### config.mk
export PLATFORM = sky130hd
export DESIGN_NAME = rspe_gen
export DESIGN_NICKNAME = d
export VERILOG_FILES = /design/src/hw/rtl/rspe_pkg.sv /design/src/hw/rtl/rspe_gen.sv
export SDC_FILE = /design/constraint.sdc
export NUM_CORES = 2
export LEC_CHECK = 0
export CAP_MARGIN = 25
export CORE_MARGIN = 2
export CORE_UTILIZATION = 45
export CTS_CLUSTER_DIAMETER = 40
export DETAILED_ROUTE_END_ITERATION = 10
export DONT_BUFFER_PORTS = 1
export PLACE_DENSITY = 0.69
export SLEW_MARGIN = 15
export SYNTH_ARGS = -nofsm -noshare
export SYNTH_HDL_FRONTEND = slang
export SYNTH_SLANG_ARGS = --single-unit
### constraint.sdc
create_clock -name clk -period 3.3 [get_ports clk]
set_clock_uncertainty 0.05 [all_clocks]
set_input_delay 0.66 -clock clk [delete_from_list [all_inputs] [get_ports clk]]
set_output_delay 0.66 -clock clk [all_outputs]
set_load 0.1 [all_outputs]
### src/hw/rtl/rspe_pkg.sv
// Shared types, constants and GF(256) helpers for the Reed-Solomon parity encoder.
// No dependencies; every other file in hw/rtl imports this package.
package rspe_pkg;

  localparam int MAX_PARITY_DEF = 30;
  localparam int ECC_W          = 5;
  localparam logic [ECC_W-1:0] ECC_RESET = 5'd10;
  localparam logic [7:0] FIELD_POLY_LO = 8'h1D;  // x^8 + x^4 + x^3 + x^2 + 1, top bit implied

  // Register map, by word index
  localparam logic REG_ECC_COUNT = 1'b0;
  localparam int   CFG_ADDR_W    = 3;
  localparam int   CFG_DATA_W    = 32;

  localparam int Q_DEPTH = 2;

  typedef struct packed {
    logic [7:0] data_byte;
    logic       block_end;
  } in_beat_t;

  typedef struct packed {
    logic [7:0] parity_byte;
    logic       parity_last;
  } out_beat_t;

  typedef struct packed {
    logic full;
    logic empty;
  } rspe_qstat_t;

  function automatic logic [7:0] gf_xtime(input logic [7:0] a);
    gf_xtime = {a[6:0], 1'b0} ^ (a[7] ? FIELD_POLY_LO : 8'h00);
  endfunction

  function automatic logic [7:0] gf_mul(input logic [7:0] a, input logic [7:0] b);
    logic [7:0] acc;
    logic [7:0] x;
    acc = 8'h00;
    x   = a;
    for (int i = 0; i < 8; i++) begin
      if (b[i]) begin
        acc = acc ^ x;
      end
      x = gf_xtime(x);
    end
    gf_mul = acc;
  endfunction

endpackage

### src/hw/rtl/rspe_gen.sv
// Generator polynomial builder: one root factor (x + alpha^i) multiplied in per cycle.
// Depends on rspe_pkg.
module rspe_gen #(
  parameter int MAX_PARITY = rspe_pkg::MAX_PARITY_DEF,
  parameter int NW = $clog2(MAX_PARITY + 1)
) (
  input  logic                        clk,
  input  logic                        rst_n,
  input  logic                        start,     // restart with the current count
  input  logic [NW-1:0]               eff_n,
  output logic                        busy,
  output logic [MAX_PARITY-1:0][7:0]  coeffs
);
  import rspe_pkg::*;

  logic [MAX_PARITY-1:0][7:0] poly_r, poly_nxt;
  logic [7:0]                 root_r;
  logic [NW-1:0]              iter_r;
  logic                       busy_r;

  // Multiply the running product by (x + root); entries above the degree stay zero.
  always_comb begin
    for (int k = 0; k < MAX_PARITY; k++) begin
      if (k == 0) begin
        poly_nxt[k] = gf_mul(poly_r[k], root_r);
      end else begin
        poly_nxt[k] = poly_r[k-1] ^ gf_mul(poly_r[k], root_r);
      end
    end
  end

  always_ff @(posedge clk) begin
    if (!rst_n || start) begin
      busy_r <= 1'b1;
      iter_r <= '0;
      root_r <= 8'h01;
      poly_r <= (MAX_PARITY*8)'(1);
    end else if (busy_r) begin
      poly_r <= poly_nxt;
      root_r <= gf_xtime(root_r);
      iter_r <= iter_r + NW'(1);
      if (iter_r + NW'(1) == eff_n) begin
        busy_r <= 1'b0;
      end
    end
  end

  assign busy   = busy_r;
  assign coeffs = poly_r;

endmodule

==> summary.txt <==
Routing
  – Pre-antenna DRT Iters: 6
  – Routed wire length: 145000 um
  – DRT iter0 DRCs: 3325
  – Via density: 5.50
  – Via count: 40558
  – Final ANT Viol Nets: 0
  – Per-cell routed wire length: 19.7 um
  – Residual DRC: 0

GRT
  – Largest net degree at the start of global routing: 114
  – Vias in the first global route: 40120
  – First-pass GRT wire length: 228000 um
  – Initial antenna violation count: 2
  – Total GRT Usage: 28.5%
  – Total congestion overflow: 0

Synth
  – Yosys top cell area share: 35.4%
  – Seq/Total Area, Yosys: 11.6%
  – Syn nets: 6198
  – Count leader, synth: nand2_1
  – Commonest register cell after synthesis: dfxtp_1
  – #FFs+latches synth: 254
  – Syn. warnings: 0
  – Area leader, netlist: xnor2_1
  – Synth unique cells: 56
  – Synth Area per Inst: 7.07 um^2
  – Post-synth EDFFs: 0
  – Ranking of synthesized cells by area: xnor2_1 (35%), xor2_1 (15%), nand2_1 (15%)
  – Asr flop ratio synth: 0%
  – Commonest cells in the netlist: nand2_1 (1770), xnor2_1 (1768), xor2_1 (761)
  – Syn Inst Count: 6189
  – Synth Cell Area: 43800 um^2

CTS
  – Hold-fix buffers, CTS: 0
  – Reg clk slew, reported paths: 0.05 ns
  – Total CTS buffers: 79
  – Maximum clock path buffer count: 3
  – # clock sinks: 254
  – # resized after CTS: 0
  – Clk_lat worst skew: 0.65 ns
  – CTS tree: built
  – Number of H-tree levels: 3
  – Setup bufs post-CTS: 0
  – Clock root cell: clkbuf_16

Setup path
  – CP Launch Type: register
  – Crit path cell chain: nand2_1 > xnor3_1 > xnor3_1 > xnor3_2 > mux2i_1 > or3_1 > a31oi_1
  – RR Startpoint: root_r[0]
  – CP arrival: 3.15 ns
  – Flop2flop setup slack: 0.66 ns
  – Critical path's largest stage delay: 0.60 ns
  – Worst Setup End Kind: register
  – Crit path kind: register to register
  – CP most frequent cell: xnor3_1
  – R2R cell count: 7
  – Max FO, Critical Path: 22
  – Worst R2R End: coeffs[31]
  – Critical Path RT: 3.81 ns
  – Critical path's slowest cell: dfxtp_4

Die
  – # IOs: 249
  – Total core area: 96600 um^2
  – Cell row count: 114
  – Die Y-Extent: 316 um
  – Initial cell density of the core: 45.3%
  – Die W: 316 um
  – Die ar.: 99700 um^2

Timing
  – Fin crit share: 80.1%
  – Setup tns final: 0 ns
  – Max Slew Vio Count: 0
  – RSZ-0062 raised after global routing: no
  – Fin crit period: 2.64 ns
  – Relative slew slack: 29.2%
  – Worst slew pin tran: 1.06 ns
  – Fin. Hold Viols: 0
  – Final setup violation count: 0
  – Highest clock rate: 0.378 GHz

Power and ir drop
  – P per Cell Area: 234 nW/um^2
  – VDD IR-drop max: 0.000268 V
  – Leak: 0.0167 uW
  – Sequential Power Share: 27.4%
  – Pwr Total: 11400 uW
  – Combinational Power Share: 6.0%
  – Clock Power Share: 66.5%
  – Switch share: 26.4%
  – P_sw: 3010 uW
  – Internal: 8370 uW

Cells and area
  – Layout Nets: 6040
  – Area growth, synth to finish: 11.1%
  – Antenna Cells: 0
  – Utilization after layout: 50.3%
  – Layout cells sized above 1: 9.99%

Worst hold path
  – Hold endpoint: busy
  – Hold Crit Depth: 3
  – HP Class: input port to register
  – Hold Path Origin: eff_n[0]

Flow run
  – MaxCap Viol Count: 0

Place
  – Detailed Place HPWL: 92800 um
  – GP Congestion: 0.872
  – PortBufs: 0

Run status
  – Outcome: finished clean
how the worst max path moves through the flow:
stage	from	end	slack, ns	cells past startpoint
after floorplan	coeffs[28]	coeffs[31]	0.20	8
after CTS	root_r[0]	coeffs[31]	0.66	7
final	root_r[0]	coeffs[31]	0.66	7
after global routing	coeffs[45]	coeffs[40]	0.53	7
after detailed placement	root_r[0]	coeffs[31]	0.67	7
after global placement	root_r[0]	coeffs[31]	0.71	7
metal layers:
metal  global-route usage [%]  up-vias  part of all wire, %
li1                         -    18949                    -
met1                     36.1    19561                   41
met2                     46.9     1703                   46
met3                     6.19      343                  9.4
met4                     11.7        2                  3.6
met5                        0        -               0.0090
critical path: cells and delay by family, from the launching register on:
kind	cells	cell delay (ns)
xor gates and xnor gates	3	1.19
DFF	1	0.60
and+or+nand+nor	2	0.41
AOI/OAI and AO/OA	1	0.16
muxes	1	0.14
power by group through the flow:
stage | sequential (uW) | combinational, uW | clock, uW
2_1_floorplan | 3200 | 429 | 0
3_3_place_gp | 3180 | 663 | 0
3_5_place_dp | 3180 | 669 | 0
4_1_cts | 3120 | 672 | 7670
5_1_grt | 3120 | 717 | 7820
6_report | 3120 | 686 | 7570
cell families after synthesis:
| kind of cell | Yosys count | share of synthesized area (%) |
|---|---|---|
| simple gates | 2101 | 18.9 |
| mux | 114 | 2.67 |
| buf+inv | 619 | 5.83 |
| flops | 254 | 11.6 |
| compound gates | 517 | 7.53 |
| xor+xnor | 2583 | 53.4 |
| fa+ha+maj | 1 | 0.0286 |
per-stage QoR:
stage                     cell area, um^2  hold WS [ns]  instances  setup WS (ns)
after floorplan                     43800         0.448       6189          0.202
after global placement              46000         0.429       7225          0.714
after detailed placement            46000         0.433       7225          0.672
after CTS                           48600         0.323       7369          0.657
after global routing                48600         0.359       7370          0.528
final                               48600         0.358       7370          0.657
layout make-up:
class	count	area (um^2)
clock buffers	111	2260
clock inverters	33	347
fillers	9175	48000
inverters	32	125
multi-input cells	5316	36200
flip-flops and latches	254	5220
well taps	1276	1600
repair buffers	348	2870
state kept, by name, indices dropped and copies added, names as in the netlist:
signal	count
iter_r	5
root_r	8
coeffs	240
busy	1
layout by cell type, fill, tap and decap left out, types with 16 or more instances in the layout:
| master | n |
|---|---|
| a2bb2oi_1 | 25 |
| nand2b_1 | 54 |
| a21oi_1 | 63 |
| clkbuf_1 | 17 |
| clkbuf_16 | 80 |
| dfxtp_2 | 83 |
| buf_4 | 327 |
| nand2_1 | 1769 |
| nand3_1 | 27 |
| dfxtp_1 | 162 |
| xnor3_1 | 32 |
| nor2_1 | 156 |
| o22ai_1 | 167 |
| xor3_1 | 16 |
| clkinv_2 | 21 |
| xnor2_1 | 1768 |
| inv_1 | 28 |
| mux2_2 | 20 |
| a22oi_1 | 60 |
| mux2i_1 | 94 |
| xor2_1 | 761 |
| o21ai_0 | 125 |
| nor3_1 | 20 |
| buf_12 | 20 |
Note: power is estimated with default switching activity, not from simulation.
