==> config.mk <==
export PLATFORM = sky130hd
export DESIGN_NAME = rspe_front
export DESIGN_NICKNAME = d
export VERILOG_FILES = /design/src/hw/rtl/rspe_pkg.sv /design/src/hw/rtl/rspe_front.sv
export SDC_FILE = /design/constraint.sdc
export NUM_CORES = 2
export LEC_CHECK = 0
export ABC_CLOCK_PERIOD_IN_PS = 5980
export BUFFER_PORTS_ARGS = -buffer_cell sky130_fd_sc_hd__buf_2
export CAP_MARGIN = 20
export CORE_ASPECT_RATIO = 1.75
export CORE_MARGIN = 4
export CORE_UTILIZATION = 50
export CTS_BUF_LIST = sky130_fd_sc_hd__clkbuf_4 sky130_fd_sc_hd__clkbuf_8
export CTS_CLUSTER_SIZE = 20
export DETAILED_ROUTE_END_ITERATION = 8
export PLACE_DENSITY_LB_ADDON = 0.3
export SLEW_MARGIN = 40
export SYNTH_ARGS = -nofsm -noshare
export SYNTH_HDL_FRONTEND = slang
export SYNTH_SLANG_ARGS = --single-unit
==> constraint.sdc <==
create_clock -name clk -period 5.98 [get_ports clk]
set_input_delay 0.299 -clock clk [delete_from_list [all_inputs] [get_ports clk]]
set_output_delay 0.299 -clock clk [all_outputs]
set_load 0.01 [all_outputs]
==> src/hw/rtl/rspe_pkg.sv <==
// Shared types, constants and GF(256) helpers for the Reed-Solomon parity encoder.
// No dependencies; every other file in hw/rtl imports this package.
package rspe_pkg;

  localparam int MAX_PARITY_DEF = 30;
  localparam int ECC_W          = 5;
  localparam logic [ECC_W-1:0] ECC_RESET = 5'd10;
  localparam logic [7:0] FIELD_POLY_LO = 8'h1D;  // x^8 + x^4 + x^3 + x^2 + 1, top bit implied

  // Register map, by word index
  localparam logic REG_ECC_COUNT = 1'b0;
  localparam int   CFG_ADDR_W    = 3;
  localparam int   CFG_DATA_W    = 32;

  localparam int Q_DEPTH = 2;

  typedef struct packed {
    logic [7:0] data_byte;
    logic       block_end;
  } in_beat_t;

  typedef struct packed {
    logic [7:0] parity_byte;
    logic       parity_last;
  } out_beat_t;

  typedef struct packed {
    logic full;
    logic empty;
  } rspe_qstat_t;

  function automatic logic [7:0] gf_xtime(input logic [7:0] a);
    gf_xtime = {a[6:0], 1'b0} ^ (a[7] ? FIELD_POLY_LO : 8'h00);
  endfunction

  function automatic logic [7:0] gf_mul(input logic [7:0] a, input logic [7:0] b);
    logic [7:0] acc;
    logic [7:0] x;
    acc = 8'h00;
    x   = a;
    for (int i = 0; i < 8; i++) begin
      if (b[i]) begin
        acc = acc ^ x;
      end
      x = gf_xtime(x);
    end
    gf_mul = acc;
  endfunction

endpackage

==> src/hw/rtl/rspe_front.sv <==
// Front end: advances the parity LFSR one byte per cycle while in_stall is low.
// Depends on rspe_pkg; hands finished parity sets to rspe_queue.
module rspe_front #(
  parameter int MAX_PARITY = rspe_pkg::MAX_PARITY_DEF,
  parameter int NW = $clog2(MAX_PARITY + 1),
  parameter int CW = $clog2(MAX_PARITY)
) (
  input  logic                        clk,
  input  logic                        rst_n,
  input  logic                        in_valid,
  output logic                        in_stall,
  input  rspe_pkg::in_beat_t          in_data,
  input  logic [MAX_PARITY-1:0][7:0]  coeffs,
  input  logic [NW-1:0]               eff_n,
  input  logic                        gen_busy,
  input  logic                        clear,
  input  rspe_pkg::rspe_qstat_t       qstat,
  output logic                        push,
  output logic [MAX_PARITY-1:0][7:0]  push_set
);
  import rspe_pkg::*;

  // Register m holds the coefficient of x^m; the top one in use is m = n-1.
  logic [MAX_PARITY-1:0][7:0] lfsr_r, lfsr_nxt;
  logic [CW-1:0]              top_sel;
  logic [7:0]                 feedback;
  logic                       accept;

  assign top_sel  = CW'(eff_n - NW'(1));
  assign feedback = in_data.data_byte ^ lfsr_r[top_sel];

  always_comb begin
    for (int m = 0; m < MAX_PARITY; m++) begin
      if (m == 0) begin
        lfsr_nxt[m] = gf_mul(feedback, coeffs[m]);
      end else begin
        lfsr_nxt[m] = lfsr_r[m-1] ^ gf_mul(feedback, coeffs[m]);
      end
    end
  end

  assign in_stall = gen_busy || clear || qstat.full;
  assign accept   = in_valid && !in_stall;
  assign push     = accept && in_data.block_end;
  assign push_set = lfsr_nxt;

  always_ff @(posedge clk) begin
    if (!rst_n || clear) begin
      lfsr_r <= '0;
    end else if (accept) begin
      lfsr_r <= in_data.block_end ? '0 : lfsr_nxt;
    end
  end

endmodule

==> impl_metrics.json <==
{
  "outcome": "complete, no violations",
  "resized_cells_post_cts": 0,
  "fin_crit_sh_pct": 95.8,
  "grt_first_pass_wirelength_mm": 242,
  "r2r-end": "lfsr_r[3]$_SDFFE_PP0P_",
  "final_util_pct": 55.8,
  "postCtsHoldBufs": 0,
  "totalNegativeSetupSlack_ns": 0,
  "clk_root_buffer_cell": "sky130_fd_sc_hd__clkbuf_8",
  "tritoncts_num_sinks": 240,
  "die_h_um": 379,
  "timing.slew.headroom_pct": 38.0,
  "cts-buffers-inserted": 47,
  "setup-violations-final": 0,
  "fp.dieArea_um2": 83400,
  "synth_top_area_cell": "sky130_fd_sc_hd__xnor3_1",
  "detailed_place_hpwl_mm": 117,
  "floorplan.core_area_um2": 77700,
  "first_iter_violations": 4456,
  "area_post_placement_um2": 42200,
  "synth_top_area_share_pct": 18.1,
  "vdd.ir_drop.worst_uv": 314,
  "drive_gt1_share_pct": 16.9,
  "io-pin-count": 503,
  "static_leakage_nw": 20.6,
  "drt.antenna.violating_nets": 0,
  "htree_levels": 2,
  "yosysMostFrequentCell": "sky130_fd_sc_hd__nand2_1",
  "fin_total_pwr_mw": 17.3,
  "hold_viol_final": 0,
  "max_reg_flops": 240,
  "worst-r2r-cell-count": 13,
  "routed_wirelength_mm": 169,
  "worst_hold_path_type": "input pin to flop",
  "reg2reg_setup_slack_ns": 1.20,
  "hold_path_end": "lfsr_r[61]$_SDFFE_PP0P_",
  "drv_cap": 0,
  "syn_nets": 5333,
  "registers.top_by_ff_count": "lfsr_r",
  "worstSetupPathType": "input pin to primary output",
  "routed_wire_length_per_instance_um": 26.8,
  "worstSkewPairLatency_ns": 0.71,
  "numPortBuffers": 501,
  "globalplace.congestion": 0.955,
  "num-nets-final": 5474,
  "worst_hold_startpoint": "in_valid",
  "fin_crit_ns": 5.73,
  "start_util_pct": 50.6,
  "via_count": 38300,
  "worst-slew-pin-transition_ns": 0.929,
  "edff_count_synth": 0,
  "synth_flop_cell": "sky130_fd_sc_hd__dfxtp_1",
  "postCtsSetupBuffers": 0,
  "crit_path_max_fanout": 21,
  "grt_remaining_overflow": 0,
  "clock_path_buffers": 3,
  "setup_ws_ns": 0.253,
  "antenna_found_initial": 13,
  "critPathCaptureType": "primary output",
  "grt.total_usage_pct": 38.9,
  "syn_avg_cell_area_um2": 7.76,
  "cp.required_ns": 5.68,
  "preCtsSetupSlack_ns": 0.332,
  "synth_area_um2": 39300,
  "powerDensity_nw_per_um2": 399,
  "clkSlewWorstSetupHoldPaths_ns": 0.06,
  "num_rows": 135,
  "clock.fmax_ghz": 0.175,
  "area_delta_synth_final_pct": 10.1,
  "async_reset_ff_share_pct": 0,
  "synth.yosys.seq_area_share_pct": 12.2,
  "detail_route.first_pass.iterations": 8,
  "routed_via_density": 6.10,
  "yosys-top-cells-count": "1,759 x sky130_fd_sc_hd__nand2_1, 768 x sky130_fd_sc_hd__xnor2_1, 436 x sky130_fd_sc_hd__xor2_1",
  "yosys_warnings": 0,
  "final_design_area_no_fill_um2": 43300,
  "top_regs": "lfsr_r (240)",
  "cp.arrival_ns": 5.43,
  "min_path_cells": 4,
  "netlist_top_cells_area": "sky130_fd_sc_hd__xnor3_1 18%, sky130_fd_sc_hd__xnor2_1 17%, sky130_fd_sc_hd__nand2_1 17%",
  "grt_pass1_vias": 37000,
  "grt_start_max_net_pins": 113,
  "critPathLaunchType": "input pin",
  "worst_r2r_startpoint": "lfsr_r[167]$_SDFFE_PP0P_",
  "number_of_instances_in_the_synthesized_netlist": 5071,
  "netlist-cell-type-count": 65,
  "die_x_um": 220,
  "cts_tree": "built",
  "yosys_register_bits": 240,
  "residual_drc": 0,
  "fin_worst_skew_ns": 0.0317,
  "drv_slew": 0,
  "timing.critical_path.from": "eff_n[0]",
  "grt_setup_unrepaired": "false"
}
[final cells by class]
| class | instances | area [um^2] |
|---|---|---|
| tap | 1027 | 1280 |
| clock inverter | 13 | 97.6 |
| timing repair buffer | 641 | 3870 |
| antenna | 4 | 10.0 |
| multi-input combinational | 4178 | 31900 |
| fill | 7347 | 34400 |
| clock buffer | 74 | 950 |
| inverter | 104 | 390 |
| sequential | 240 | 4800 |
[per-stage QoR]
| step | instances | hold WS, ns |
|---|---|---|
| 2_1_floorplan | 5071 | 0.426 |
| 3_3_place_gp | 6187 | 0.435 |
| 3_5_place_dp | 6188 | 0.442 |
| 4_1_cts | 6275 | 0.170 |
| 5_1_grt | 6278 | 0.0724 |
| 6_report | 6281 | 0.0613 |
[worst max-delay path: stages]
cell	delay (ns)
sky130_fd_sc_hd__buf_4	0.12
sky130_fd_sc_hd__buf_4	0.26
sky130_fd_sc_hd__buf_4	0.41
sky130_fd_sc_hd__buf_4	0.28
sky130_fd_sc_hd__mux4_2	0.56
sky130_fd_sc_hd__nand2_1	0.10
sky130_fd_sc_hd__a2bb2oi_1	0.15
sky130_fd_sc_hd__or4_1	0.72
sky130_fd_sc_hd__o211ai_1	0.24
sky130_fd_sc_hd__buf_4	0.24
sky130_fd_sc_hd__buf_4	0.36
sky130_fd_sc_hd__o21ai_0	0.17
sky130_fd_sc_hd__a22oi_1	0.21
sky130_fd_sc_hd__xnor3_1	0.45
sky130_fd_sc_hd__xnor2_1	0.55
sky130_fd_sc_hd__buf_2	0.25
[how the worst max path moves through the flow]
stage                                to  slack, ns
after floorplan           push_set[176]       1.45
after global placement      push_set[7]       0.35
after detailed placement    push_set[7]       0.33
after CTS                   push_set[7]       0.34
after global routing        push_set[7]       0.16
final                       push_set[7]       0.25
[report_power, final]
part	switching [mW]	internal (mW)
combinational	7.60	6.06
sequential	0.0313	1.62
clock	0.939	1.05
[kinds of logic (layout without fill, tap and decap cells)]
| group | Yosys count | after routing | share of synthesized area [%] |
|---|---|---|---|
| DFF | 240 | 240 | 12.2 |
| buffers and inverters | 653 | 832 | 7.36 |
| muxes | 103 | 103 | 4.43 |
| xor gates and xnor gates | 1554 | 1554 | 46.6 |
| other | 0 | 4 | 0 |
| adders and majority gates | 1 | 1 | 0.0318 |
| and+or+nand+nor | 1978 | 1978 | 20.2 |
| AOI/OAI and AO/OA | 542 | 542 | 9.24 |
[cells in the final DEF (no fill, tap or decap), types with 18 or more instances in the layout]
cell,n
sky130_fd_sc_hd__a21oi_1,41
sky130_fd_sc_hd__a22o_1,163
sky130_fd_sc_hd__a22oi_1,52
sky130_fd_sc_hd__buf_12,22
sky130_fd_sc_hd__buf_2,500
sky130_fd_sc_hd__buf_4,114
sky130_fd_sc_hd__clkbuf_8,63
sky130_fd_sc_hd__dfxtp_1,240
sky130_fd_sc_hd__inv_1,104
sky130_fd_sc_hd__mux2i_1,38
sky130_fd_sc_hd__mux4_2,56
sky130_fd_sc_hd__nand2_1,1757
sky130_fd_sc_hd__nand2_4,18
sky130_fd_sc_hd__nand3_1,64
sky130_fd_sc_hd__nor2_1,43
sky130_fd_sc_hd__nor3b_1,29
sky130_fd_sc_hd__o21ai_0,145
sky130_fd_sc_hd__o21ai_1,94
sky130_fd_sc_hd__xnor2_1,761
sky130_fd_sc_hd__xnor3_1,313
sky130_fd_sc_hd__xor2_1,433
[per-layer routing]
layer	global-route usage, %	part of all wire (%)	wire (um)
met5	0	0.061	103
met4	28.4	9.3	15700
met3	7.46	9.9	16600
met2	63.8	46	77900
met1	45.0	35	58200
No activity file was read; power rests on OpenSTA's default activity.
