`config.mk`:
```
export PLATFORM = sky130hd
export DESIGN_NAME = rspe_queue
export DESIGN_NICKNAME = d
export VERILOG_FILES = /design/src/hw/rtl/rspe_pkg.sv /design/src/hw/rtl/rspe_queue.sv
export SDC_FILE = /design/constraint.sdc
export NUM_CORES = 1
export LEC_CHECK = 0
export ABC_AREA = 1
export BUFFER_PORTS_ARGS = -buffer_cell sky130_fd_sc_hd__buf_4
export CORE_AREA = 2 2 191 193
export DETAILED_ROUTE_END_ITERATION = 10
export DIE_AREA = 0 0 193 195
export HOLD_SLACK_MARGIN = 0.05
export PLACE_DENSITY_LB_ADDON = 0.15
export SLEW_MARGIN = 20
export SYNTH_ARGS = -nofsm -noshare
export SYNTH_HDL_FRONTEND = slang
export SYNTH_SLANG_ARGS = --single-unit
```
`constraint.sdc`:
```
create_clock -name clk -period 15.8 [get_ports clk]
set_input_delay 0.79 -clock clk [delete_from_list [all_inputs] [get_ports clk]]
set_output_delay 0.79 -clock clk [all_outputs]
set_load 0.02 [all_outputs]
```
`src/hw/rtl/rspe_pkg.sv`:
```
// Shared types, constants and GF(256) helpers for the Reed-Solomon parity encoder.
// No dependencies; every other file in hw/rtl imports this package.
package rspe_pkg;

  localparam int MAX_PARITY_DEF = 30;
  localparam int ECC_W          = 5;
  localparam logic [ECC_W-1:0] ECC_RESET = 5'd10;
  localparam logic [7:0] FIELD_POLY_LO = 8'h1D;  // x^8 + x^4 + x^3 + x^2 + 1, top bit implied

  // Register map, by word index
  localparam logic REG_ECC_COUNT = 1'b0;
  localparam int   CFG_ADDR_W    = 3;
  localparam int   CFG_DATA_W    = 32;

  localparam int Q_DEPTH = 2;

  typedef struct packed {
    logic [7:0] data_byte;
    logic       block_end;
  } in_beat_t;

  typedef struct packed {
    logic [7:0] parity_byte;
    logic       parity_last;
  } out_beat_t;

  typedef struct packed {
    logic full;
    logic empty;
  } rspe_qstat_t;

  function automatic logic [7:0] gf_xtime(input logic [7:0] a);
    gf_xtime = {a[6:0], 1'b0} ^ (a[7] ? FIELD_POLY_LO : 8'h00);
  endfunction

  function automatic logic [7:0] gf_mul(input logic [7:0] a, input logic [7:0] b);
    logic [7:0] acc;
    logic [7:0] x;
    acc = 8'h00;
    x   = a;
    for (int i = 0; i < 8; i++) begin
      if (b[i]) begin
        acc = acc ^ x;
      end
      x = gf_xtime(x);
    end
    gf_mul = acc;
  endfunction

endpackage

```
`src/hw/rtl/rspe_queue.sv`:
```
// Two-entry queue of finished parity sets between front and back ends.
// Depends on rspe_pkg.
module rspe_queue #(
  parameter int MAX_PARITY = rspe_pkg::MAX_PARITY_DEF
) (
  input  logic                        clk,
  input  logic                        rst_n,
  input  logic                        push,
  input  logic [MAX_PARITY-1:0][7:0]  push_set,
  input  logic                        pop,
  output logic [MAX_PARITY-1:0][7:0]  head_set,
  output rspe_pkg::rspe_qstat_t       qstat
);
  import rspe_pkg::*;

  localparam int PW = $clog2(Q_DEPTH);
  localparam int CNTW = $clog2(Q_DEPTH + 1);

  logic [MAX_PARITY-1:0][7:0] mem [Q_DEPTH];
  logic [PW-1:0]              wr_ptr_r, rd_ptr_r;
  logic [CNTW-1:0]            count_r;

  always_ff @(posedge clk) begin
    if (push) begin
      mem[wr_ptr_r] <= push_set;
    end
  end

  always_ff @(posedge clk) begin
    if (!rst_n) begin
      wr_ptr_r <= '0;
      rd_ptr_r <= '0;
      count_r  <= '0;
    end else begin
      if (push) begin
        wr_ptr_r <= wr_ptr_r + PW'(1);
      end
      if (pop) begin
        rd_ptr_r <= rd_ptr_r + PW'(1);
      end
      if (push && !pop) begin
        count_r <= count_r + CNTW'(1);
      end else if (pop && !push) begin
        count_r <= count_r - CNTW'(1);
      end
    end
  end

  assign head_set    = mem[rd_ptr_r];
  assign qstat.full  = (count_r == CNTW'(Q_DEPTH));
  assign qstat.empty = (count_r == '0);

endmodule

```
==> impl_metrics.json, run 1 <==
{
  "run_status": "completed",
  "numClockSinks": 485,
  "maxSlewHeadroom": 0.243,
  "htree_num_levels": 2,
  "rr_endpoint": "mem[1][204]",
  "final-instance-count-excl-fill": 1808,
  "ctsLongestPathBuffers": 3,
  "grt_max_degree": 128,
  "dpl.cell_count": 1709,
  "crit_chain": "buf_4, mux2_2, buf_4",
  "min_period_over_period": 0.250,
  "final-max-slew-violation-count": 0,
  "cp_data_required_time_ns": 15.01,
  "netlist-cell-type-count": 15,
  "synth_sequential_area_ratio": 0.782,
  "hold-path-endpoint": "mem[0][10]",
  "hold_class": "input pin to register",
  "root_buffer": "clkbuf_16",
  "p_clk_frac": 0.375,
  "areaGrowthSynthToFinish_pct": 29.5,
  "via_count": 9049,
  "number_of_buffer_and_inverter_instances_along_the_worst_setup_path": 2,
  "clock_skew_ns": 0.0306,
  "filler_cell_count": 2364,
  "power_leakage_uw": 0.00946,
  "hold_viol_final": 0,
  "chipWidth_um": 193,
  "detail_route.drc_violations": 0,
  "final.setup.tns_ns": 0,
  "first_pass_grt_wire_length_mm": 55.0,
  "clock_latency_at_the_later_pin_of_the_worst_skew_pair_ns": 0.56,
  "critical_path.reg2reg.startpoint": "wr_ptr_r",
  "seqPwrFrac": 0.498,
  "crit_family": "buffers and inverters",
  "post_cts_resize_count": 0,
  "internal-power_uw": 2370,
  "netlist_instances": 782,
  "yosysTopAreaCell": "edfxtp_1",
  "worstRegToRegCells": 4,
  "place_worst_setup_slack_ns": 11.98,
  "globalRouteTotalUtil": 0.198,
  "internal_reg_to_reg_setup_slack_ns": 12.49,
  "path_common_cell": "buf_4",
  "max_stage_delay_ns": 0.95,
  "vias_in_the_first_global_route": 9427,
  "final_net_count": 1545,
  "fp.coreArea_um2": 35400,
  "power-per-cell-area_nw_per_um2": 126,
  "comb_power_share": 0.127,
  "i_o_buffers": 485,
  "worst_hold_path.num_cells": 1,
  "ys.warnings.count": 0,
  "min-delay-start": "push_set[10]",
  "max_slew.worst_pin.slew_ns": 1.14,
  "count_of_max_cap_constraint_violations": 0,
  "peakVddDrop_mv": 0.0974,
  "cts.repair_timing.setup_buffer_count": 0,
  "layout.cells.most_common": "buf_4",
  "seqCellArea_um2": 14500,
  "crit_arrival_ns": 3.16,
  "io-pin-count": 486,
  "start_kind": "register",
  "mostFrequentLayoutCells": "492 x buf_4, 480 x edfxtp_1, 200 x mux2_4",
  "mappedNetlistNets": 1027,
  "sort_of_element_at_the_end_of_the_critical_path": "output pin",
  "final_layout_size_suffix_gt1_frac": 0.598,
  "detailedRoute.firstIterationViolations": 582,
  "total_overflow_reported_by_the_global_router": 0,
  "fp.dieArea_um2": 37600,
  "clock_tree_from_tritoncts": "built",
  "routed_via_density": 5.00,
  "antenna_found_initial": 10,
  "worst-setup-path-type": "register to output pin",
  "detail_route.wirelength_mm": 38.5,
  "setup-violations-final": 0,
  "wl_cell_um": 21.3,
  "switching_share": 0.219,
  "dp_hpwl_mm": 26.1,
  "gpl.final_weighted_congestion": 0.745,
  "crit_fanout": 59,
  "post-route-min-period_ns": 3.95,
  "site_rows": 69,
  "start_util": 0.525,
  "detail-route-antenna-nets": 0,
  "chipHeight_um": 195,
  "drtPass1Iterations": 4,
  "synth_top_cell_area_share": 0.776,
  "cts_hold_repair.buffers": 0,
  "ys_ff_latch": 485,
  "synth_area_per_cell_um2": 23.7,
  "grt_setup_unrepaired": "no",
  "totalPowerFinal_uw": 3040,
  "synth.top_cells.by_area": "edfxtp_1 78%, mux2_4 16%, mux2_2 2.4%",
  "dpl_cell_area_um2": 22400,
  "netSwitchingPower_uw": 665,
  "postLayoutSetupSlackWorst_ns": 11.85,
  "multi_input_area_um2": 3560,
  "clock_edge_transition_at_the_registers_on_the_reported_setup_and_hold_paths_ns": 0.06,
  "mappedNetlistArea_um2": 18600,
  "final_area_um2": 24000,
  "cts-buffers-inserted": 49,
  "crit_slowest_cell": "dfxtp_4",
  "max_clock_freq_mhz": 253
}
==> cells in the mapped netlist <==
library cell and instances:
nand2_1 8, edfxtp_1 480, o21ai_0 1, buf_6 1, dfxtp_1 5, a21oi_1 1, nand4_1 1, nor2_1 9
inv_1 8, mux2_2 40, buf_2 4, ha_1 1, buf_12 22, nand3_1 1, mux2_4 200
==> stage by stage <==
stage / hold slack [ns] / utilization
4_1_cts: 0.381 / 0.678
3_3_place_gp: 0.475 / 0.633
6_report: 0.411 / 0.679
3_5_place_dp: 0.508 / 0.633
5_1_grt: 0.385 / 0.679
2_1_floorplan: 0.463 / -
==> worst max path at each step <==
stage               cells past startpoint           end      from  slack (ns)
floorplan                               2     mem[0][0]      push        4.09
global placement                        5   mem[1][204]      push       11.95
detailed placement                      5   mem[1][204]      push       11.98
CTS                                     3  head_set[22]  register       11.81
global route                            3  head_set[22]  register       11.70
finish                                  3  head_set[22]  register       11.85
==> flip-flops by register name, indices dropped and copies added (netlist names), named ones only <==
signal    cells
mem         480
wr_ptr_r      1
rd_ptr_r      1
count_r       2
==> worst register-to-register path: stages, from the launching register on <==
cell,delay [ns]
dfxtp_1,0.39
nand2_1,0.17
inv_8,0.63
buf_4,1.01
buf_4,0.70
==> area by class of cell <==
cell class,count,share of cell area
sequential,485,0.604
clock inverter,23,0.0106
clock buffer,66,0.0554
antenna,9,0.000937
timing repair buffer,494,0.156
tap,461,0.0240
multi-input combinational,262,0.148
inverter,8,0.00156
==> logic make-up (layout without fill, tap and decap cells) <==
family / after synthesis / count (layout) / synth area share
AO/OA/AOI/OAI: 2 / 2 / 0.000539
adder cells (fa/ha/maj): 1 / 1 / 0.000674
buffers and inverters: 35 / 591 / 0.0270
flip-flops: 485 / 485 / 0.782
multiplexers: 240 / 240 / 0.186
other: 0 / 9 / 0
AND/OR/NAND/NOR: 19 / 19 / 0.00404
==> power by group through the flow <==
stage / clock (uW) / combinational, uW / sequential, uW
after floorplan: 0 / 233 / 1550
after global placement: 0 / 385 / 1540
after detailed placement: 0 / 387 / 1540
after CTS: 1160 / 389 / 1510
after global routing: 1210 / 406 / 1520
final: 1140 / 385 / 1510
==> routing by layer <==
| layer | up-vias | routed length (um) | track usage |
|---|---|---|---|
| li1 | 4153 | - | - |
| met1 | 4445 | 13400 | 0.220 |
| met2 | 371 | 19900 | 0.340 |
| met3 | 78 | 3960 | 0.0708 |
| met4 | 2 | 1310 | 0.0870 |
| met5 | - | 16 | 0 |
No activity file was read; power rests on OpenSTA's default activity.
==> run 2, diff against run 1 <==
--- a/config.mk
+++ b/config.mk
@@ -7,9 +7,9 @@
 export LEC_CHECK = 0
 export ABC_AREA = 1
 export BUFFER_PORTS_ARGS = -buffer_cell sky130_fd_sc_hd__buf_4
-export CORE_AREA = 2 2 191 193
+export CORE_AREA = 2 2 200 202
 export DETAILED_ROUTE_END_ITERATION = 10
-export DIE_AREA = 0 0 193 195
+export DIE_AREA = 0 0 202 204
 export HOLD_SLACK_MARGIN = 0.05
 export PLACE_DENSITY_LB_ADDON = 0.15
 export SLEW_MARGIN = 20
==> constraint.sdc (replaced) <==
create_clock -name clk -period 3.2 [get_ports clk]
set_input_delay 0.16 -clock clk [delete_from_list [all_inputs] [get_ports clk]]
set_output_delay 0.16 -clock clk [all_outputs]
set_load 0.02 [all_outputs]
==> impl_metrics.json, run 2 (same netlist as run 1, synthesis figures left out) <==
{
  "p_clk_frac": 0.363,
  "areaGrowthSynthToFinish_pct": 44.0,
  "hold_viol_final": 0,
  "switching_share": 0.227,
  "clock_tree_from_tritoncts": "built",
  "fp.dieArea_um2": 41200,
  "start_util": 0.474,
  "internal-power_uw": 11800,
  "max_stage_delay_ns": 0.92,
  "largestRegisters": "mem x480, count_r x2",
  "globalRouteTotalUtil": 0.201,
  "via_count": 10100,
  "whs_ns": 0.316,
  "root_buffer": "clkbuf_16",
  "start_kind": "register",
  "chipWidth_um": 202,
  "ctsLongestPathBuffers": 3,
  "antenna_found_initial": 4,
  "peakVddDrop_mv": 0.482,
  "globalRouteMet3Util": 0.0611,
  "gpl.final_weighted_congestion": 0.758,
  "setup-violations-final": 0,
  "detail_route.wirelength_mm": 42.2,
  "comb_power_share": 0.145,
  "final.setup.tns_ns": 0,
  "final-max-slew-violation-count": 0,
  "total_overflow_reported_by_the_global_router": 0,
  "crit_slowest_cell": "dfxtp_4",
  "chipHeight_um": 204,
  "cp_data_required_time_ns": 3.04,
  "globalRouteMet1Util": 0.233,
  "dpl.cell_count": 1786,
  "power_leakage_uw": 0.0105,
  "gr-max-usage-layer": "met2",
  "max_clock_freq_mhz": 391,
  "max_slew.worst_pin.slew_ns": 0.872,
  "sort_of_element_at_the_end_of_the_critical_path": "output pin",
  "min_period_over_period": 0.800,
  "final_net_count": 1802,
  "crit_fanout": 44,
  "clock_edge_transition_at_the_registers_on_the_reported_setup_and_hold_paths_ns": 0.06,
  "grt_max_degree": 122,
  "drtPass1Iterations": 4,
  "netSwitchingPower_uw": 3440,
  "vias_in_the_first_global_route": 10800,
  "detail-route-antenna-nets": 0,
  "routed_via_density": 4.76,
  "power-per-cell-area_nw_per_um2": 569,
  "final_core_utilization": 0.682,
  "worst-setup-path-type": "register to output pin",
  "hold_class": "input pin to register",
  "detail_route.drc_violations": 0,
  "crit_chain": "buf_4, mux2_2, buf_4",
  "layout.cells.most_common": "buf_4",
  "final-instance-count-excl-fill": 2124,
  "grt_setup_unrepaired": "no",
  "post_cts_resize_count": 0,
  "site_rows": 73,
  "mostFrequentLayoutCells": "494 x buf_4, 480 x edfxtp_1, 245 x dlygate4sd3_1",
  "cts-buffers-inserted": 49,
  "run_status": "completed",
  "post-route-min-period_ns": 2.56,
  "dp_hpwl_mm": 27.1,
  "detailedRoute.firstIterationViolations": 510,
  "fp.coreArea_um2": 39200,
  "seqPwrFrac": 0.492,
  "clock_latency_at_the_later_pin_of_the_worst_skew_pair_ns": 0.57,
  "final_layout_size_suffix_gt1_frac": 0.513,
  "maxSlewHeadroom": 0.419,
  "grtUsageMet2": 0.340,
  "first_pass_grt_wire_length_mm": 62.5,
  "max_flop_register": "mem",
  "largest_register_ff_count": 480,
  "count_of_max_cap_constraint_violations": 0,
  "i_o_buffers": 485,
  "numClockSinks": 485,
  "io-pin-count": 486,
  "path_common_cell": "buf_4",
  "clock_skew_ns": 0.0106,
  "wl_cell_um": 19.9,
  "htree_num_levels": 2,
  "crit_arrival_ns": 2.40
}
==> run 2: layout make-up <==
class	count	area, um2
Tap cell	525	657
Fill cell	2558	12500
Sequential cell	485	14500
Clock inverter	31	292
Clock buffer	58	1260
Timing Repair Buffer	751	6400
Antenna cell	4	10.0
Inverter	8	33.8
Multi-Input combinational cell	262	3560
==> run 2: worst max-delay path, delay by kind of cell (launching register included) <==
kind / cells / cell delay (ns)
DFF: 1 / 0.92
buffers and inverters: 2 / 0.52
muxes: 1 / 0.38
==> run 2: routing by layer <==
| metal | part of all wire | routed length [um] | vias to the layer above |
|---|---|---|---|
| met5 | 0 | 0 | - |
| met2 | 0.50 | 21300 | 409 |
| li1 | - | - | 4662 |
| met4 | 0.040 | 1710 | 0 |
| met3 | 0.081 | 3430 | 86 |
| met1 | 0.37 | 15800 | 4953 |
==> run 2: through the flow <==
stage	worst slack, ns	area (um2)	total power [uW]
2_1_floorplan	-1.18	18600	8750
3_3_place_gp	1.22	22700	9530
3_5_place_dp	1.22	22700	9560
4_1_cts	0.590	26700	15300
5_1_grt	0.507	26700	15700
6_report	0.640	26700	15200
==> run 2: repair_timing <==
action                                 CTS  global route
endpoints found under the hold margin  486             0
setup buffers                            0             0
hold buffers                           245             0
==> run 2: path summary, 6_finish.rpt <==
| check | from | end | slack (ns) | cells after the start |
|---|---|---|---|---|
| worst max-delay path | register | head_set[231] | 0.64 | 3 |
| worst min-delay path | push_set[86] | mem[1][86] | 0.32 | 2 |
| worst max register to register | wr_ptr_r | wr_ptr_r | 1.46 | 5 |
| worst min register to register | rd_ptr_r | register | 0.50 | 2 |
==> run 2: power groups by stage <==
stage / Clock, uW / Sequential (uW) / Combinational, uW
after CTS: 5650 / 7470 / 2220
after global placement: 0 / 7600 / 1940
after detailed placement: 0 / 7610 / 1950
after floorplan: 0 / 7590 / 1150
after global routing: 5900 / 7500 / 2320
final: 5520 / 7470 / 2210
