## src/hw/rtl/rspe_pkg.sv

```systemverilog
// Shared types, constants and GF(256) helpers for the Reed-Solomon parity encoder.
// No dependencies; every other file in hw/rtl imports this package.
package rspe_pkg;

  localparam int MAX_PARITY_DEF = 30;
  localparam int ECC_W          = 5;
  localparam logic [ECC_W-1:0] ECC_RESET = 5'd10;
  localparam logic [7:0] FIELD_POLY_LO = 8'h1D;  // x^8 + x^4 + x^3 + x^2 + 1, top bit implied

  // Register map, by word index
  localparam logic REG_ECC_COUNT = 1'b0;
  localparam int   CFG_ADDR_W    = 3;
  localparam int   CFG_DATA_W    = 32;

  localparam int Q_DEPTH = 2;

  typedef struct packed {
    logic [7:0] data_byte;
    logic       block_end;
  } in_beat_t;

  typedef struct packed {
    logic [7:0] parity_byte;
    logic       parity_last;
  } out_beat_t;

  typedef struct packed {
    logic full;
    logic empty;
  } rspe_qstat_t;

  function automatic logic [7:0] gf_xtime(input logic [7:0] a);
    gf_xtime = {a[6:0], 1'b0} ^ (a[7] ? FIELD_POLY_LO : 8'h00);
  endfunction

  function automatic logic [7:0] gf_mul(input logic [7:0] a, input logic [7:0] b);
    logic [7:0] acc;
    logic [7:0] x;
    acc = 8'h00;
    x   = a;
    for (int i = 0; i < 8; i++) begin
      if (b[i]) begin
        acc = acc ^ x;
      end
      x = gf_xtime(x);
    end
    gf_mul = acc;
  endfunction

endpackage

```

## src/hw/rtl/rspe_back.sv

```systemverilog
// Back end: walks the head parity set highest register first into the output register.
// Depends on rspe_pkg; reads from rspe_queue.
module rspe_back #(
  parameter int MAX_PARITY = rspe_pkg::MAX_PARITY_DEF,
  parameter int NW = $clog2(MAX_PARITY + 1),
  parameter int CW = $clog2(MAX_PARITY)
) (
  input  logic                        clk,
  input  logic                        rst_n,
  input  logic [MAX_PARITY-1:0][7:0]  head_set,
  input  rspe_pkg::rspe_qstat_t       qstat,
  input  logic [NW-1:0]               eff_n,
  output logic                        pop,
  output logic                        out_valid,
  input  logic                        out_stall,
  output rspe_pkg::out_beat_t         out_data
);
  import rspe_pkg::*;

  logic [CW-1:0] idx_r;
  logic [CW-1:0] sel;
  logic          is_last;
  logic          load_ok;
  logic          emit;
  logic          out_valid_r;
  out_beat_t     out_data_r;

  assign sel     = CW'(eff_n - NW'(1) - NW'(idx_r));
  assign is_last = (NW'(idx_r) == eff_n - NW'(1));
  assign load_ok = !out_valid_r || !out_stall;
  assign emit    = load_ok && !qstat.empty;
  assign pop     = emit && is_last;

  always_ff @(posedge clk) begin
    if (!rst_n) begin
      out_valid_r <= 1'b0;
      idx_r       <= '0;
    end else if (load_ok) begin
      out_valid_r <= !qstat.empty;
      if (emit) begin
        idx_r <= is_last ? '0 : idx_r + CW'(1);
      end
    end
  end

  always_ff @(posedge clk) begin
    if (emit) begin
      out_data_r.parity_byte <= head_set[sel];
      out_data_r.parity_last <= is_last;
    end
  end

  assign out_valid = out_valid_r;
  assign out_data  = out_data_r;

endmodule

```

## config.mk

```make
export PLATFORM = sky130hd
export DESIGN_NAME = rspe_back
export DESIGN_NICKNAME = d
export VERILOG_FILES = /design/src/hw/rtl/rspe_pkg.sv /design/src/hw/rtl/rspe_back.sv
export SDC_FILE = /design/constraint.sdc
export NUM_CORES = 1
export LEC_CHECK = 0
export ABC_AREA = 1
export BUFFER_PORTS_ARGS = -buffer_cell sky130_fd_sc_hd__buf_2
export CAP_MARGIN = 15
export CORE_AREA = 2 2 102 104
export CTS_CLUSTER_DIAMETER = 30
export CTS_CLUSTER_SIZE = 8
export DETAILED_ROUTE_END_ITERATION = 8
export DIE_AREA = 0 0 104 106
export PLACE_DENSITY = 0.75
export SLEW_MARGIN = 20
export SYNTH_ARGS = -nofsm -noshare
export SYNTH_HDL_FRONTEND = slang
export SYNTH_SLANG_ARGS = --single-unit
```

## constraint.sdc

```tcl
create_clock -name clk -period 2.7 [get_ports clk]
set_input_delay 0.54 -clock clk [delete_from_list [all_inputs] [get_ports clk]]
set_output_delay 0.54 -clock clk [all_outputs]
set_load 0.01 [all_outputs]
```

==> results of run 1 <==
## cell usage after synthesis
cell / number
dfxtp_1: 6
ha_1: 6
nand4_1: 1
nand2_1: 359
buf_1: 10
xnor2_2: 1
buf_2: 15
or2_0: 1
nand3_1: 194
o21ai_0: 1
xor2_2: 1
nor2_1: 8
a21oi_2: 1
clkbuf_1: 14
a21boi_0: 1
xor2_1: 4
edfxtp_1: 9
inv_2: 7
nand2_2: 1
buf_4: 7
a21oi_1: 1
fa_1: 1
inv_1: 145
nor2_2: 1
## routing by layer
metal / track usage / up-vias / routed length, um
li1: - / 2898 / -
met5: 0 / - / 0
met4: 0.0734 / 0 / 307
met1: 0.326 / 2315 / 6190
met2: 0.469 / 239 / 7020
met3: 0.0300 / 22 / 1010
## path summary, 6_finish.rpt
path	from	endpoint	slack, ns	cells past startpoint
max	eff_n[0]	pop	0.17	13
min	qstat[0]	out_valid	0.48	2
max reg2reg	idx_r[0]	out_data[7]	0.26	11
min reg2reg	out_valid	out_valid	0.51	2
## critical path, stage by stage
cell and delay (ns):
buf_2 0.08, inv_1 0.05, ha_2 0.18, xor2_1 0.15, ha_2 0.34, buf_6 0.11, nand2_1 0.06, nor2_2 0.10
nand3_1 0.10, inv_2 0.07, nand2_2 0.05, inv_1 0.05, buf_2 0.12
## registers in the layout, summed over array words and instances, names as in the netlist
register   cells
idx_r          5
out_data       9
out_valid      1
## cell families (layout without fill, tap and decap cells)
family | after synthesis | in the layout
buffers and inverters | 198 | 444
adder cells (fa/ha/maj) | 7 | 7
AND/OR/NAND/NOR | 565 | 565
flip-flops | 15 | 15
XOR/XNOR | 6 | 6
AO/OA/AOI/OAI | 4 | 4
## stage by stage
step / cell area (um2) / instances / hold WS (ns)
floorplan: 3740 / 795 / 0.479
global placement: 5290 / 1170 / 0.492
detailed placement: 5290 / 1170 / 0.506
CTS: 5330 / 1174 / 0.485
global route: 5380 / 1177 / 0.509
finish: 5380 / 1177 / 0.485
## timing repair
item	CTS	global route
buffers inserted	0	3
resized for setup	0	6
setup endpoints to repair	0	9
hold buffers	0	0
## cells in the final DEF, fill, tap and decap left out, types with 3 or more instances in the layout
master / netlist / final
edfxtp_1: 9 / 9
buf_4: 7 / 22
buf_12: 0 / 6
nand3_1: 194 / 194
dfxtp_1: 6 / 6
clkbuf_8: 0 / 3
nor2_1: 8 / 7
buf_2: 15 / 259
nand2_1: 359 / 358
inv_2: 7 / 6
xor2_1: 4 / 4
inv_1: 145 / 145
ha_1: 6 / 3
## where the power goes
group / leakage (nW) / total, W / internal [W] / switching [W]
clock: 0.0228 / 0.000185 / 0.000105 / 0.0000809
sequential: 0.138 / 0.000308 / 0.000292 / 0.0000163
combinational: 3.37 / 0.00170 / 0.000674 / 0.00102
total: 3.53 / 0.00219 / 0.00107 / 0.00112
## layout make-up
cell class | instances | area [um2] | share of cell area
flip-flops and latches | 15 | 390 | 0.0726
well taps | 136 | 170 | 0.0316
repair buffers | 288 | 1590 | 0.296
clock buffers | 4 | 45.0 | 0.00837
multi-input cells | 582 | 2610 | 0.485
inverters | 152 | 572 | 0.106
==> reports/results.txt, run 1 <==
# fillers = 1091
I/O pin cnt = 261
Mapped cell area = 0.00374 mm2
PortBufs = 259
Drt via density = 4.65
Final core utilization = 0.538
Share of layout cells above drive strength 1 = 0.297
Post-layout nets = 1299
Fmax = 395 MHz
Total wire length = 14500 um
Number of global-route vias before repair = 5085
# rows = 37
Worst skew pair latency = 0.25 ns
Clk sinks = 15
# DRC = 0
Avg Cell Area, Syn = 4.71 um2
Max FO, Critical Path = 5
Net Count, Synth = 1052
Worst Max-Slew Pin Slew = 0.651 ns
Root buffer cell = clkbuf_8
Main combinational cell family by area after synthesis = simple AND/OR/NAND/NOR gates
Max_cap viols = 0
Total number of vias = 5474
Max-slew headroom = 0.565
Setup violators final = 0
Period minus WS final = 2.53 ns
Multiplexer share of the synthesized area = 0
Setup slack at placement = -0.155 ns
Period utilisation layout = 0.939
Die Ht = 106 um
Core area = 0.0100 mm2
Max Slew Vio Count = 0
Routed len/inst = 12.3 um
1st-iter DRT viols = 422
Post-DP HPWL = 12000 um
Setup crit start kind = primary input
Pwr per Cell Area = 407 mW/mm2
Synth Area in Compound Gates = 0.00702
Worst-path clk slew = 0.06 ns
Gpl congestion = 0.860
Total track usage = 0.260
Worst EP required = 2.16 ns
Cells after Synth = 795
Synth top area share = 0.360
Area Overhead vs Synth = 43.8%
Synth Area in Simple Gates = 0.634
Total Power = 0.00219 W
Post-Synth XOR/XNOR Area = 0.0181
Largest net degree at the start of global routing = 67
ANT cells = 0
Crit. End Element = output pin
CTS tree = built
Ys Warns = 0
Top post-synthesis cells by area = nand2_1 36%, nand3_1 26%, inv_1 15%, edfxtp_1 7.2%, dfxtp_1 3.2%
Clock skew = 0.00317 ns
First-pass DRT Iterations = 6
Htree depth = 1
Clock buffer depth = 2
Global-route wire length before repair = 23600 um
GRT overflow = 0
Final setup TNS = 0 ns
VDD IR-drop max = 187 uV
Worst Path Arrival = 1.99 ns
Cts bufs inserted = 3
Synth area leader = nand2_1
Antenna viol nets, final = 0
Flops & latches, synth = 15
Die W = 104 um
Status = finished clean
Yosys cell types = 24
Sequential element share of the synthesized area = 0.104
Critical path type = primary input to output pin
Die Footprint = 0.0110 mm2
Initial antenna violation count = 0
Starting Density = 0.374
Final hold viol count = 0
Leakage = 3.53 nW
Adder-Cell Fraction of Synth Area = 0.0254
Setup ws final = 0.166 ns
HP Class = primary input to flip-flop
(Power assumes the default switching activity.)
==> run 2: changes to the inputs <==
--- a/config.mk
+++ b/config.mk
@@ -8,12 +8,14 @@
 export ABC_AREA = 1
 export BUFFER_PORTS_ARGS = -buffer_cell sky130_fd_sc_hd__buf_2
 export CAP_MARGIN = 15
-export CORE_AREA = 2 2 102 104
+export CELL_PAD_IN_SITES_DETAIL_PLACEMENT = 1
+export CELL_PAD_IN_SITES_GLOBAL_PLACEMENT = 2
+export CORE_MARGIN = 2
+export CORE_UTILIZATION = 18
 export CTS_CLUSTER_DIAMETER = 30
 export CTS_CLUSTER_SIZE = 8
 export DETAILED_ROUTE_END_ITERATION = 8
-export DIE_AREA = 0 0 104 106
-export PLACE_DENSITY = 0.75
+export PLACE_DENSITY_LB_ADDON = 0.1
 export SLEW_MARGIN = 20
 export SYNTH_ARGS = -nofsm -noshare
 export SYNTH_HDL_FRONTEND = slang
==> run 2 against run 1 <==
Combinational power grew 5%. Design area grew 4.2%. Cell count grew 11%. Critical path depth shrank 1. Register-to-register slack gained 0.08 ns. Worst hold slack gained 0.026 ns. Clock power grew 61%. Clock-buffer cell count is the same. Non-clock buffer count shrank 4. Total power grew 9.5%. Global-route usage shrank 9.0 points. Critical endpoint unchanged. Largest power group unchanged.
==> reports/results.txt, run 2 (synthesized netlist as in run 1, its figures left out) <==
Antenna viol nets, final = 0
Clock skew = 0.00328 ns
Final hold viol count = 0
Flop pwr share = 0.129
Sw Pwr = 0.00121 W
Fmax = 393 MHz
# fillers = 2843
Status = finished clean
# rows = 52
Max Slew Vio Count = 0
Clk sinks = 15
Root buffer cell = clkbuf_16
Cts bufs inserted = 3
Total number of vias = 5396
WHS = 0.511 ns
First-pass DRT Iterations = 4
Core area = 0.0203 mm2
I/O pin cnt = 261
VDD IR-drop max = 224 uV
Most frequent cells in the layout = 359 x nand2_1, 259 x buf_2, 194 x nand3_1
Number of global-route vias before repair = 5607
Period utilisation layout = 0.944
CTS tree = built
Area Overhead vs Synth = 49.8%
Period minus WS final = 2.55 ns
Commonest non-fill, non-tap cell in the layout = nand2_1
Clock buffer depth = 2
Worst EP required = 2.16 ns
Pwr per Cell Area = 428 mW/mm2
Worst-path clk slew = 0.05 ns
Worst skew pair latency = 0.25 ns
Die Footprint = 0.0220 mm2
Worst Path Arrival = 2.01 ns
Initial antenna violation count = 0
Die W = 148 um
Post-layout nets = 1295
Max FO, Critical Path = 6
Clk network pwr share = 0.124
Max-slew headroom = 0.569
Max_cap viols = 0
# DRC = 0
Final core utilization = 0.276
Max FFs per register = 9
Drt via density = 4.13
Hold-fix buffers, CTS = 0
Die Ht = 148 um
Total wire length = 19200 um
Gpl congestion = 0.736
Setup crit start kind = primary input
HP Class = primary input to flip-flop
Comb power frac = 0.747
RSZ-0062 raised after global routing = no
Global-route wire length before repair = 29800 um
Crit. End Element = output pin
Leakage = 3.54 nW
Switching share of power = 0.503
ANT cells = 0
Total Power = 0.00240 W
PortBufs = 259
Setup violators final = 0
Internal power = 0.00119 W
Total track usage = 0.170
Routed len/inst = 14.7 um
Htree depth = 1
GRT overflow = 0
Worst Max-Slew Pin Slew = 0.645 ns
Starting Density = 0.184
Critical path type = primary input to output pin
1st-iter DRT viols = 159
Largest net degree at the start of global routing = 62
Post-DP HPWL = 16000 um
Share of layout cells above drive strength 1 = 0.292
run 2: power groups by stage:
stage	Clock, W	Sequential (W)	Combinational [W]
6_report	0.000298	0.000309	0.00179
5_1_grt	0.000316	0.000312	0.00204
3_5_place_dp	0	0.000313	0.00184
4_1_cts	0.000307	0.000309	0.00184
3_3_place_gp	0	0.000314	0.00184
2_1_floorplan	0	0.000323	0.00102
run 2: worst paths after layout:
check | from | to | slack, ns | depth (start not counted)
hold / removal | qstat[0] | out_valid | 0.51 | 2
setup / recovery | eff_n[0] | pop | 0.15 | 12
setup reg to reg | idx_r[0] | out_data[7] | 0.34 | 11
hold reg to reg | idx_r[3] | idx_r[3] | 0.53 | 2
run 2: cell type report:
| cell class | instances | area [um2] | area share |
|---|---|---|---|
| timing repair buffer | 284 | 1610 | 0.287 |
| sequential | 15 | 390 | 0.0697 |
| inverter | 152 | 573 | 0.102 |
| tap | 270 | 338 | 0.0603 |
| clock buffer | 4 | 78.8 | 0.0141 |
| multi-input combinational | 582 | 2620 | 0.467 |
run 2: routing by layer:
layer	wire length, um	vias up	GRT usage	part of all wire
met5	0	-	0	0
met1	9270	2354	0.232	0.48
met2	8890	144	0.294	0.46
li1	-	2889	-	-
met3	918	9	0.0267	0.048
met4	139	0	0.0162	0.0072
run 2: repair_timing:
action                                  CTS  global route
pin swaps                                 0             1
endpoints found under the setup margin    1             1
cloned                                    0             0
setup buffers                             0             1
gates resized for setup                   1             2
run 2: per-stage QoR:
| step | worst slack, ns | std cells | area, um2 | setup TNS, ns |
|---|---|---|---|---|
| after floorplan | 0.210 | 795 | 3740 | 0 |
| after global placement | -0.122 | 1302 | 5500 | -0.725 |
| after detailed placement | -0.118 | 1302 | 5500 | -0.721 |
| after CTS | 0.0377 | 1306 | 5580 | 0 |
| after global routing | 0.00112 | 1307 | 5600 | 0 |
| final | 0.152 | 1307 | 5600 | 0 |
run 2: worst max-delay path, cell delays in order:
cell and delay, ns:
buf_2 0.09, inv_1 0.05, ha_1 0.23, xor2_1 0.18, ha_4 0.34, nand2_1 0.07, nor2_1 0.09, nand3_1 0.12
inv_2 0.07, nand2_1 0.06, inv_1 0.06, buf_2 0.12
==> run 3: changes to the inputs <==
--- a/config.mk
+++ b/config.mk
@@ -5,13 +5,12 @@
 export SDC_FILE = /design/constraint.sdc
 export NUM_CORES = 1
 export LEC_CHECK = 0
-export ABC_AREA = 1
 export BUFFER_PORTS_ARGS = -buffer_cell sky130_fd_sc_hd__buf_2
 export CAP_MARGIN = 15
 export CELL_PAD_IN_SITES_DETAIL_PLACEMENT = 1
 export CELL_PAD_IN_SITES_GLOBAL_PLACEMENT = 2
 export CORE_MARGIN = 2
-export CORE_UTILIZATION = 18
+export CORE_UTILIZATION = 21
 export CTS_CLUSTER_DIAMETER = 30
 export CTS_CLUSTER_SIZE = 8
 export DETAILED_ROUTE_END_ITERATION = 8
==> run 3 against run 2 <==
Clock-buffer cell count did not move. Core utilization is 10 points higher. Register-to-register slack lost 0.19 ns. Largest cell class unchanged. Largest power group unchanged.
==> reports/results.txt, run 3 <==
Status = finished clean
Cell Count, Final, Fillers Out = 672
Worst-path clk slew = 0.05 ns
Hold-fix buffers, CTS = 0
Starting Density = 0.215
Clock buffer depth = 2
Pwr per Cell Area = 498 mW/mm2
Setup violators final = 0
Max-slew headroom = 0.687
Setup crit start kind = primary input
Antenna viol nets, final = 0
Post-synth top flop = edfxtp_1
Synth area leader = mux4_2
Cells after Synth = 208
Max Slew Vio Count = 0
Max FO, Critical Path = 5
# DRC = 0
Yosys cell types = 37
Commonest non-fill, non-tap cell in the layout = buf_2
Die Ht = 120 um
Total wire length = 12400 um
Top cells by count, synth = 59 x mux4_2, 27 x mux2i_1, 14 x nor2_1, 10 x inv_1
# rows = 42
Crit. End Element = flip-flop
Max_cap viols = 0
Initial antenna violation count = 0
Fmax = 372 MHz
Gpl congestion = 0.774
Die W = 120 um
GRT overflow = 0
Period minus WS final = 2.69 ns
Leakage = 2.30 nW
Total track usage = 0.171
Routed len/inst = 18.4 um
PortBufs = 259
Top post-synthesis cells by area = mux4_2 47%, edfxtp_1 9.5%, mux2i_1 9.5%, dfxtp_1 4.2%, mux2_2 3.6%
Synth top area share = 0.469
Total Power = 0.00247 W
Drt via density = 4.62
Core area = 0.0132 mm2
Ys Warns = 0
Largest net degree at the start of global routing = 28
Net Count, Synth = 465
Root buffer cell = clkbuf_16
Period utilisation layout = 0.996
# placed instances = 658
# fillers = 1534
Most frequent cells in the layout = 257 x buf_2, 59 x mux4_2, 25 x buf_4
Final core utilization = 0.376
Area Overhead vs Synth = 75.1%
First-pass DRT Iterations = 4
Sequential element share of the synthesized area = 0.138
Ys async rst share = 0
Post-layout nets = 754
Worst Max-Slew Pin Slew = 0.468 ns
EDFF count, synth = 9
Clock skew = 0.00122 ns
ANT cells = 0
Number of global-route vias before repair = 3639
Count leader, synth = mux4_2
CTS tree = built
Worst EP required = 2.67 ns
Flops & latches, synth = 15
WHS = 0.501 ns
Share of layout cells above drive strength 1 = 0.819
Cts bufs inserted = 3
HP Class = flip-flop to flip-flop
Worst Path Arrival = 2.66 ns
Global-route wire length before repair = 19300 um
I/O pin cnt = 261
Max FFs per register = 9
Setup slack at placement = -0.349 ns
1st-iter DRT viols = 50
Critical path type = primary input to flip-flop
Setup ws final = 0.0119 ns
Post-DP HPWL = 10800 um
Die Footprint = 0.0144 mm2
Total number of vias = 3107
Avg Cell Area, Syn = 13.6 um2
Worst skew pair latency = 0.24 ns
RSZ-0062 raised after global routing = yes
Mapped cell area = 0.00284 mm2
Final hold viol count = 0
Clk sinks = 15
VDD IR-drop max = 193 uV
Htree depth = 1
==> run 3: layout make-up <==
cell class / instances / area [um2] / area share
timing repair buffer: 302 / 1860 / 0.374
tap: 176 / 220 / 0.0444
inverter: 10 / 45.0 / 0.00907
clock buffer: 4 / 78.8 / 0.0159
multi-input combinational: 165 / 2370 / 0.478
sequential: 15 / 390 / 0.0786
==> run 3: metal layers <==
metal / track usage / wire length, um / vias up
li1: - / - / 1457
met1: 0.205 / 4730 / 1519
met2: 0.325 / 6760 / 121
met3: 0.0311 / 754 / 10
met4: 0.0221 / 138 / 0
met5: 0 / 0 / -
==> run 3: cells by family (layout without fill, tap and decap cells) <==
kind of cell	after synthesis	after routing	share of synthesized area
AO/OA/AOI/OAI	21	21	0.0565
buffers and inverters	28	316	0.0755
flip-flops	15	15	0.138
multiplexers	95	95	0.600
adder cells (fa/ha/maj)	7	7	0.0335
AND/OR/NAND/NOR	30	30	0.0508
XOR/XNOR	12	12	0.0463
==> run 3: critical path, cell delays in order <==
cell,delay (ns)
buf_8,0.08
inv_4,0.03
ha_4,0.26
inv_4,0.03
fa_2,0.55
buf_6,0.13
buf_12,0.11
buf_16,0.11
mux4_2,0.29
mux2_4,0.30
o22ai_4,0.15
a221oi_2,0.05
==> run 3: report_power, final <==
group          switching [W]  leakage, nW  internal (W)  total (W)
Combinational       0.000768         2.13       0.00110    0.00187
Clock              0.0000852       0.0382      0.000200   0.000285
Sequential         0.0000130        0.136      0.000305   0.000318
Total               0.000867         2.30       0.00161    0.00247
==> run 3: what timing repair did <==
item	CTS	global route
setup endpoints to repair	9	9
resized for setup	30	14
pin swaps	3	4
cloned	4	0
setup buffers	7	0
==> run 3: metrics by stage <==
step | setup TNS [ns] | instance area, um2
global placement | -2.21 | 4560
floorplan | -0.0306 | 2870
finish | 0 | 4960
detailed placement | -2.69 | 4560
CTS | -0.0648 | 4930
global route | -0.345 | 4960
==> run 3: worst paths after layout <==
path / startpoint / to / slack, ns / depth (start not counted)
hold / removal: out_valid / out_valid / 0.50 / 2
setup / recovery: eff_n[0] / out_data[6] / 0.01 / 12
setup reg to reg: idx_r[0] / out_data[6] / 0.15 / 10
hold reg to reg: out_valid / out_valid / 0.50 / 2
